File: src/rtl/assert_macros.svh
// Assertion macros for the RTL file that checks itself.
`ifndef ASSERT_MACROS_SVH
`define ASSERT_MACROS_SVH

// Property checked on every rising edge outside reset.
`define ASSERT_AT(lbl, clk, rst_n, prop) \
  lbl: assert property (@(posedge clk) disable iff (!rst_n) (prop)) \
    else $error("assertion lbl failed");

// Condition that must never hold outside reset.
`define ASSERT_NEVER(lbl, clk, rst_n, cond) \
  `ASSERT_AT(lbl, clk, rst_n, !(cond))

`endif

File: src/rtl/lcw_div_pipe.sv
// Pipelined restoring divider, one quotient bit per register stage.
`default_nettype none
module lcw_div_pipe #(
  parameter int CoordBits = 12
) (
  input  logic                     clk_i,
  input  logic [2*CoordBits-1:0]   dividend_i,
  input  logic [CoordBits-1:0]     divisor_i,
  output logic [CoordBits-1:0]     quotient_o
);
  localparam int N = CoordBits;

  logic [N-1:0] rem_q [N];
  logic [N-1:0] low_q [N];
  logic [N-1:0] quo_q [N];
  logic [N-1:0] div_q [N];

  // The quotient is known to fit N bits, so the upper half starts below the divisor.
  for (genvar k = 0; k < N; k++) begin : g_step
    logic [N-1:0] rem_in, low_in, quo_in, div_in;
    logic [N:0]   trial;
    logic [N+1:0] diff;
    if (k == 0) begin : g_first
      assign rem_in = dividend_i[2*N-1:N];
      assign low_in = dividend_i[N-1:0];
      assign quo_in = '0;
      assign div_in = divisor_i;
    end else begin : g_next
      assign rem_in = rem_q[k-1];
      assign low_in = low_q[k-1];
      assign quo_in = quo_q[k-1];
      assign div_in = div_q[k-1];
    end
    assign trial = {rem_in, low_in[N-1]};
    assign diff  = {1'b0, trial} - {2'b00, div_in};
    always_ff @(posedge clk_i) begin
      if (!diff[N+1]) begin
        rem_q[k] <= diff[N-1:0];
        quo_q[k] <= {quo_in[N-2:0], 1'b1};
      end else begin
        rem_q[k] <= trial[N-1:0];
        quo_q[k] <= {quo_in[N-2:0], 1'b0};
      end
      low_q[k] <= {low_in[N-2:0], 1'b0};
      div_q[k] <= div_in;
    end
  end

  assign quotient_o = quo_q[N-1];

endmodule
`default_nettype wire

File: config.mk
export PLATFORM = sky130hd
export DESIGN_NAME = lcw_div_pipe
export DESIGN_NICKNAME = d
export VERILOG_FILES = /design/src/rtl/assert_macros.svh /design/src/rtl/lcw_div_pipe.sv
export SDC_FILE = /design/constraint.sdc
export NUM_CORES = 1
export LEC_CHECK = 0
export ABC_AREA = 1
export BUFFER_PORTS_ARGS = -buffer_cell sky130_fd_sc_hd__buf_2
export CAP_MARGIN = 25
export CORE_MARGIN = 2
export CORE_UTILIZATION = 65
export CTS_BUF_LIST = sky130_fd_sc_hd__clkbuf_8
export DETAILED_ROUTE_END_ITERATION = 6
export PLACE_DENSITY = 0.85
export RECOVER_POWER = 25
export SLEW_MARGIN = 10
export SYNTH_ARGS = -nofsm -noshare
export SYNTH_HDL_FRONTEND = slang
export SYNTH_SLANG_ARGS = --single-unit
File: constraint.sdc
create_clock -name clk_i -period 3.74 [get_ports clk_i]
set_input_delay 0.187 -clock clk_i [delete_from_list [all_inputs] [get_ports clk_i]]
set_output_delay 0.187 -clock clk_i [all_outputs]
set_load 0.02 [all_outputs]
== Word-level counts from Yosys, hierarchy flattened ==
Memory sizes are Yosys's and may differ from the RTL's.
Cells that the tools add are included.

* Multiplexer cells: 48
* Div/mod/pow operators: 0
* $lt $le $gt $ge: 0
* Reductions and logical operators: 0
* Equal/unequal tests: 0
* $add $sub $neg: 12
* Multipliers: 0
* Bitwise gates (word level): 24
* Shifts and indexed selects: 0

{| class="wikitable"
|+ Operator list
! operator !! count
|-
| $mux 12 || 24
|-
| $sub 13x12->14 || 12
|-
| $mux 1 || 24
|-
| $or 1x1->1 || 24
|}

* Memories kept: 4
* Bits in latches: 0
* RAM bits: 564
* Logic and storage cells: 88
* Input port bits: 37
* Bits in registers: 0
* Bits in read-only memories: 0
* Output and inout port bits: 12

{| class="wikitable"
|+ Memory list
! name !! words !! bits a word !! rd ports !! clocked after Yosys merged registers in !! write ports !! RTL line !! text
|-
| div_q || 12 || 12 || 11 || 0 || 12 || lcw_div_pipe.sv:16 || <nowiki>logic [N-1:0] div_q [N];</nowiki>
|-
| quo_q || 12 || 12 || 12 || 0 || 12 || lcw_div_pipe.sv:15 || <nowiki>logic [N-1:0] quo_q [N];</nowiki>
|-
| rem_q || 12 || 12 || 11 || 0 || 12 || lcw_div_pipe.sv:13 || <nowiki>logic [N-1:0] rem_q [N];</nowiki>
|-
| low_q || 12 || 11 || 11 || 0 || 12 || lcw_div_pipe.sv:14 || <nowiki>logic [N-1:0] low_q [N];</nowiki>
|}

== Longest topological paths before layout ==
Gate-level depths: netlist (run 1).
An unclocked memory read counts as a cell.

* Depth in word-level cells: 4
* Gate-level depth with buffers: 12
* Gate-level depth less buffers: 11

== Worst setup path before layout (run 1) ==
Ideal clock, no wire load.

* Path kind: reg2reg
* Start: mem div_q[0][7] in the netlist's numbering
* End: mem rem_q[1][3] in the netlist's numbering
* Cell stages (with the launch flop): 12
* Path buffers: 1
* Data required time: 3.622 ns
* Arrival time: 1.491 ns
* Setup slack: 2.132 ns
* Library setup time: 0.118 ns
* Cell sequence: dfxtp_1 -> inv_1 -> ha_1 -> nand2_2 -> inv_1 -> nand2_1 -> nand2_1 -> a21oi_1 -> nand2_4 -> inv_4 -> buf_8 -> o21ai_2

{| class="wikitable"
|+ RTL lines
! element !! RTL line
|-
| start: declaration || lcw_div_pipe.sv:16
|-
| end: declaration || lcw_div_pipe.sv:13
|}

==> metrics.txt, run 1 <==
post-synthesis sequential area ratio=44.5%; RSZ-0062 raised after global routing=no; Power Density=874 nW/µm²; core area=27,800 µm²; Filler cells=2,152; TNS Setup=0 ps; DP HPWL=31,000 µm; total track usage=28.1%; Slew headroom=71.5%; minimum clock period=2090 ps; kind of cell adding the most delay to the critical path=simple AND/OR/NAND/NOR gates; 1st-pass router iterations=7; vias=15,000; syn_nets=2,554; DRC Markers=0; Die X=172 µm; total CTS buffers=61; largest net degree at the start of global routing=19; CP max stage cell=dfxtp_1; critical path buffer and inverter count=2; Hold Crit Class=primary input to flop; # setup viols final=0; Post-Syn Area=18,400 µm²; CTS tree=built; Area Growth Syn to Fin=12.7%; final slew viol count=0; Clock transition at path regs=60 ps; die height=172 µm; top cell type's share of synthesized area=44.5%; final WL=41,200 µm; crit-path max cell delay=400 ps; Synth Register Bits=408; post-DR wirelength/cell=14.1 µm; Sink Count=408; Reg2Reg Depth=11; nature of the critical path endpoint=flop; CP Depth=11; classification of the worst setup path=flop to flop; antenna violations before repair=0; # placed instances=2,778; Pwr Total=18.1 mW; WHS=231 ps; clock root buffer=clkbuf_8; Unique masters post-synth=26; fraction of layout cells with a size suffix above 1=10.4%; Max Fclk=0.477 GHz; Post-Layout Cell Count=2,927; largest cells by area after synthesis=dfxtp_1 (44%), nand2_1 (15%), ha_1 (9.7%); Final Cycle Share=56.0%; Max-Cap Viols=0; Leakage=11.1 nW; total grt overflow=0; initial core utilization=66.1%; fin nets=2,690; H-tree levels=2; Startpoint Class=flop; port bufs=48; dominant cell type by area after synthesis=dfxtp_1; IO Pins=49; number of global-route vias before repair=14,600; initial drt markers=768; post-synthesis cell count=2,363; final hold vios=0; Syn Area/Cell=7.77 µm²; Synth warnings=0; vias per cell=5.11; Post-CTS Resized=0; CP required=4200 ps; GPL Wtd Cong=0.885; global-route wire length before repair=66,600 µm; most frequent CP cell=nand2_1; post-route antenna net violation count=0; final clock skew=30.0 ps; flop2flop setup slack=1650 ps; n_diodes=0; status=completed; CP max FO=16; hold path cells=2; Clk Latency, worst-skew pair=610 ps; clock tree buffer depth=3; Max IR drop VDD=0.539 mV; Data arrival, critical path=2560 ps; FP Rows=61; die area=29,600 µm²; cells along the critical path=inv_1 -> ha_1 -> nand2_1 -> nor2_1 -> nand2_1 -> nand3_2 -> nand3_1 -> nand2_2 -> inv_2 -> nand2_1 -> nand2_1; Slew @ Worst Pin=423 ps
cells by family (layout without fill, tap and decap cells):
family                     Yosys count  in the layout  share of synthesized area (%)
AOI/OAI and AO/OA                  115            115                           3.97
xor gates and xnor gates            44             44                           2.10
adders and majority gates          154            154                           10.9
buffers and inverters              447            633                           9.77
DFF                                408            408                           44.5
and+or+nand+nor                   1195           1195                           28.7
metal layers:
layer / global-route usage, % / part of all wire [%]
met5: 0 / 0
met4: 13.4 / 4.3
met3: 4.07 / 5.1
met2: 52.8 / 51
met1: 31.1 / 40
registers in the layout, indices dropped and copies added (netlist names):
| name | count |
|---|---|
| div_q | 132 |
| rem_q | 132 |
| quo_q | 78 |
| low_q | 66 |
through the flow:
step	utilization, %	cell area [µm²]	worst slack (ps)
6_report	74.5	20700	1650
4_1_cts	74.5	20700	1690
3_3_place_gp	68.2	18900	1720
2_1_floorplan	-	18400	2130
3_5_place_dp	68.2	18900	1690
5_1_grt	74.5	20700	1480
cells in the final DEF, fill, tap and decap left out, drive strengths merged:
cell / Yosys / layout
nand4: 46 / 46
nand2: 794 / 794
nor3: 12 / 12
bufinv: 0 / 5
nor2: 112 / 112
xnor2: 31 / 31
and2: 21 / 21
xor2: 13 / 13
ha: 143 / 143
dfxtp: 408 / 408
clkbuf: 0 / 92
o21ai: 64 / 64
nand3b: 20 / 20
nand3: 190 / 190
inv: 436 / 449
a21oi: 50 / 50
clkinvlp: 0 / 8
clkinv: 0 / 6
dlygate4sd3: 0 / 36
o221ai: 1 / 1
buf: 11 / 37
fa: 11 / 11
area by class of cell:
cell class              count  area (µm²)  share of cell area, %
well taps                 378         473                   2.29
flip-flops and latches    408        8170                   39.5
multi-input cells        1508        8400                   40.6
clock inverters            32         289                   1.40
clock buffers              81        1110                   5.39
inverters                 436        1660                   8.03
repair buffers             84         587                   2.84
where the power goes:
group / switching [mW] / internal, mW
combinational: 4.95 / 2.88
sequential: 0.701 / 5.58
clock: 1.67 / 2.29
total: 7.32 / 10.8
final timing paths:
kind,start,end
setup / recovery,div_q[2][3],rem_q[3][2]
hold / removal,dividend_i[1],low_q[0][1]
setup reg to reg,div_q[2][3],rem_q[3][2]
hold reg to reg,low_q[1][41],low_q[2][9]
what timing repair did:
| item | CTS | global route |
|---|---|---|
| hold buffers | 36 | 0 |
| endpoints found under the setup margin | 0 | 0 |
| endpoints found under the hold margin | 36 | 0 |
| setup buffers | 0 | 0 |
Yosys cell counts:
library cell,number
fa_1,11
a21oi_1,50
o21ai_0,24
xor2_1,13
inv_2,1
inv_4,10
dfxtp_1,408
nor2_1,101
buf_6,9
nand2_2,34
nand2_1,750
nor2_2,11
o21ai_2,40
nand3_2,11
ha_1,143
buf_8,2
nand4_1,46
nand2_4,10
nand3_1,179
inv_1,425
o221ai_1,1
nor3_2,10
xnor2_1,31
nor3_1,2
and2_1,21
nand3b_1,20
Power figures use the tool's default switching activity.
==> inputs of run 2 (changes only) <==
--- a/config.mk
+++ b/config.mk
@@ -5,14 +5,14 @@
 export SDC_FILE = /design/constraint.sdc
 export NUM_CORES = 1
 export LEC_CHECK = 0
-export ABC_AREA = 1
+export ABC_AREA = 0
 export BUFFER_PORTS_ARGS = -buffer_cell sky130_fd_sc_hd__buf_2
 export CAP_MARGIN = 25
 export CORE_MARGIN = 2
-export CORE_UTILIZATION = 65
+export CORE_UTILIZATION = 64
 export CTS_BUF_LIST = sky130_fd_sc_hd__clkbuf_8
 export DETAILED_ROUTE_END_ITERATION = 6
-export PLACE_DENSITY = 0.85
+export PLACE_DENSITY = 0.84
 export RECOVER_POWER = 25
 export SLEW_MARGIN = 10
 export SYNTH_ARGS = -nofsm -noshare
==> constraint.sdc (replaced) <==
create_clock -name clk_i -period 2.15 [get_ports clk_i]
set_input_delay 0.1075 -clock clk_i [delete_from_list [all_inputs] [get_ports clk_i]]
set_output_delay 0.1075 -clock clk_i [all_outputs]
set_load 0.02 [all_outputs]
==> run 2 against run 1 <==
  * The run now ends with DRC, setup timing left
  * Clock skew up 11 ps
  * Routed wire length up 35%
  * Clock-buffer cell count unchanged
  * Critical path type unchanged
  * Critical endpoint is now rem_q[10][5]
  * Largest cell class unchanged
  * Largest power group unchanged
  * Highest routed layer unchanged
==> metrics.txt, run 2 <==
antenna violations before repair=0; number of global-route vias before repair=13,700; Clk Latency, worst-skew pair=640 ps; total CTS buffers=66; Int Pwr=23.1 mW; CP max FO=3; most frequent cells in the layout=dfxtp_1 (374), inv_1 (193), buf_4 (132); cells along the critical path=inv_1 -> ha_1 -> nand2b_1 -> a21oi_2 -> buf_4 -> o21ai_1 -> nor2b_1 -> xnor2_1 -> mux2_4; clock tree buffer depth=3; largest cells by area after synthesis=dfxtp_1 (48%), ha_1 (11%), inv_1 (4.1%); TNS Setup=-10,720 ps; final slew viol count=0; Main synth FF type=dfxtp_1; final hold vios=0; synth cell count leaders=dfxtp_1 (408), inv_1 (184), ha_1 (143); Startpoint Class=flop; CP required=2720 ps; Post-Syn Area=17,000 µm²; combinational fraction of design power=53.5%; post-synthesis cell count=1,623; flop2flop setup slack=-310 ps; biggest regs=div_q x132, rem_q x132, quo_q x78; vias per cell=6.42; vias=14,700; CTS tree=built; nature of the critical path endpoint=flop; clock root buffer=clkbuf_8; n_diodes=0; Sink Count=408; die height=167 µm; post-DR wirelength/cell=24.1 µm; failing checks=DRC, setup timing; leading cell type in the layout, fill and taps excluded=dfxtp_1; Area after DPL=18,400 µm²; Synth warnings=0; fin nets=2,107; Die X=167 µm; # setup viols final=106; number of synthesized flops with an enable pin=0; Sw Ratio=40.3%; total track usage=27.9%; top cell type's share of synthesized area=48.0%; Leakage=9.93 nW; Hold Crit Class=primary input to flop; Slew @ Worst Pin=607 ps; largest net degree at the start of global routing=23; 1st-pass router iterations=7; syn_nets=1,814; CP max stage cell=xnor2_1; Pwr Total=38.7 mW; core area=26,100 µm²; Area Growth Syn to Fin=28.6%; Post-Layout Cell Count=2,296; final WL=55,400 µm; final instance area=21,900 µm²; Synth Register Bits=408; die area=27,900 µm²; crit-path max cell delay=510 ps; DRC Markers=8; worst setup margin=-312 ps; RSZ-0062 raised after global routing=yes; Power Density=1770 nW/µm²; classification of the worst setup path=flop to flop; Unique masters post-synth=65; Data arrival, critical path=3030 ps; dominant cell type by area after synthesis=dfxtp_1; IO Pins=49; port bufs=48; initial core utilization=65.4%; GPL Wtd Cong=0.889; DP HPWL=23,100 µm; initial drt markers=1,882; total grt overflow=0; Max IR drop VDD=1.16 mV; post-route antenna net violation count=0; P_sw=15.6 mW; Clock Power Share=17.9%; Reg power frac=28.6%; Syn Area/Cell=10.5 µm²; fraction of layout cells with a size suffix above 1=30.0%; status=complete, but fails checks; FP Rows=59; # placed instances=2,091; Final Cycle Share=115%; Slew headroom=59.3%; final clock skew=41.1 ps; global-route wire length before repair=65,000 µm; post-synthesis sequential area ratio=48.0%; minimum clock period=2460 ps; Max Fclk=0.406 GHz; H-tree levels=3; Post-synth ARST share=0%; Clock transition at path regs=60 ps; Max-Cap Viols=0; most frequent cell after synthesis=dfxtp_1
## run 2: cell types whose count changed after synthesis, sizes merged, moves of 29 or more
cell / before / now
a21oi: 50 / 99
nor2b: 0 / 29
mux2: 0 / 90
inv: 436 / 184
nand2: 794 / 66
nand3: 190 / 25
nand4: 46 / 9
a21o: 0 / 29
## run 2: cell type report
cell class                 count  area (µm²)
multi-input combinational   1016        9220
sequential                   408        8210
fill                        1043        4150
timing repair buffer         240        2020
clock buffer                  81        1110
inverter                     184         693
tap                          335         419
clock inverter                32         223
## run 2: stage by stage
| step | worst slack, ps | hold slack, ps | util, % |
|---|---|---|---|
| after CTS | -47.7 | -205 | 79.1 |
| after global routing | -358 | 97.6 | 84.1 |
| after floorplan | 23.1 | 135 | - |
| final | -312 | 122 | 84.1 |
| after global placement | -101 | 210 | 70.7 |
| after detailed placement | -133 | 211 | 70.7 |
## run 2: power by group through the flow
| stage | clock network [mW] | registers (mW) | logic [mW] |
|---|---|---|---|
| 2_1_floorplan | 0 | 10.6 | 10.9 |
| 3_3_place_gp | 0 | 10.7 | 14.1 |
| 3_5_place_dp | 0 | 10.8 | 14.7 |
| 4_1_cts | 6.73 | 10.7 | 15.8 |
| 5_1_grt | 7.28 | 11.2 | 21.5 |
| 6_report | 6.94 | 11.1 | 20.7 |
## run 2: cells by family (layout without fill, tap and decap cells)
kind of cell | count (synthesis) | count (layout) | share of synthesized area [%]
DFF | 408 | 408 | 48.0
and+or+nand+nor | 343 | 343 | 9.68
buffers and inverters | 202 | 537 | 4.96
muxes | 118 | 118 | 8.17
xor gates and xnor gates | 74 | 74 | 3.81
adders and majority gates | 154 | 154 | 11.8
AOI/OAI and AO/OA | 324 | 327 | 13.6
## run 2: layer usage
layer | share of wire (%) | vias to the layer above | track usage (%) | routed length [µm]
met3 | 9.2 | 484 | 4.92 | 5110
met1 | 35 | 6837 | 31.8 | 19400
met2 | 47 | 1222 | 51.4 | 26200
met4 | 8.4 | 0 | 11.7 | 4660
met5 | 0 | - | 0 | 0
li1 | - | 6194 | - | -
## run 2: worst paths after layout
path	from	end	depth (start not counted)
setup reg to reg	div_q[9][1]	rem_q[10][5]	9
hold reg to reg	quo_q[2][3]	quo_q[2][16]	0
hold / removal	dividend_i[3]	low_q[0][3]	2
setup / recovery	div_q[9][1]	rem_q[10][5]	9
## run 2: repair_timing
| item | CTS | global route |
|---|---|---|
| gates resized for setup | 72 | 178 |
| buffers inserted | 16 | 36 |
| cloned | 3 | 5 |
| endpoints found under the setup margin | 57 | 120 |
| endpoints found under the hold margin | 36 | 2 |
| pin swaps | 29 | 67 |
| hold buffers | 35 | 3 |
## run 2: critical path, delay by kind of cell (launching register included)
kind | cells | cell delay, ps
muxes | 1 | 300
AOI/OAI and AO/OA | 2 | 330
adders and majority gates | 1 | 310
buffers and inverters | 2 | 240
and+or+nand+nor | 2 | 320
xor gates and xnor gates | 1 | 510
DFF | 1 | 390
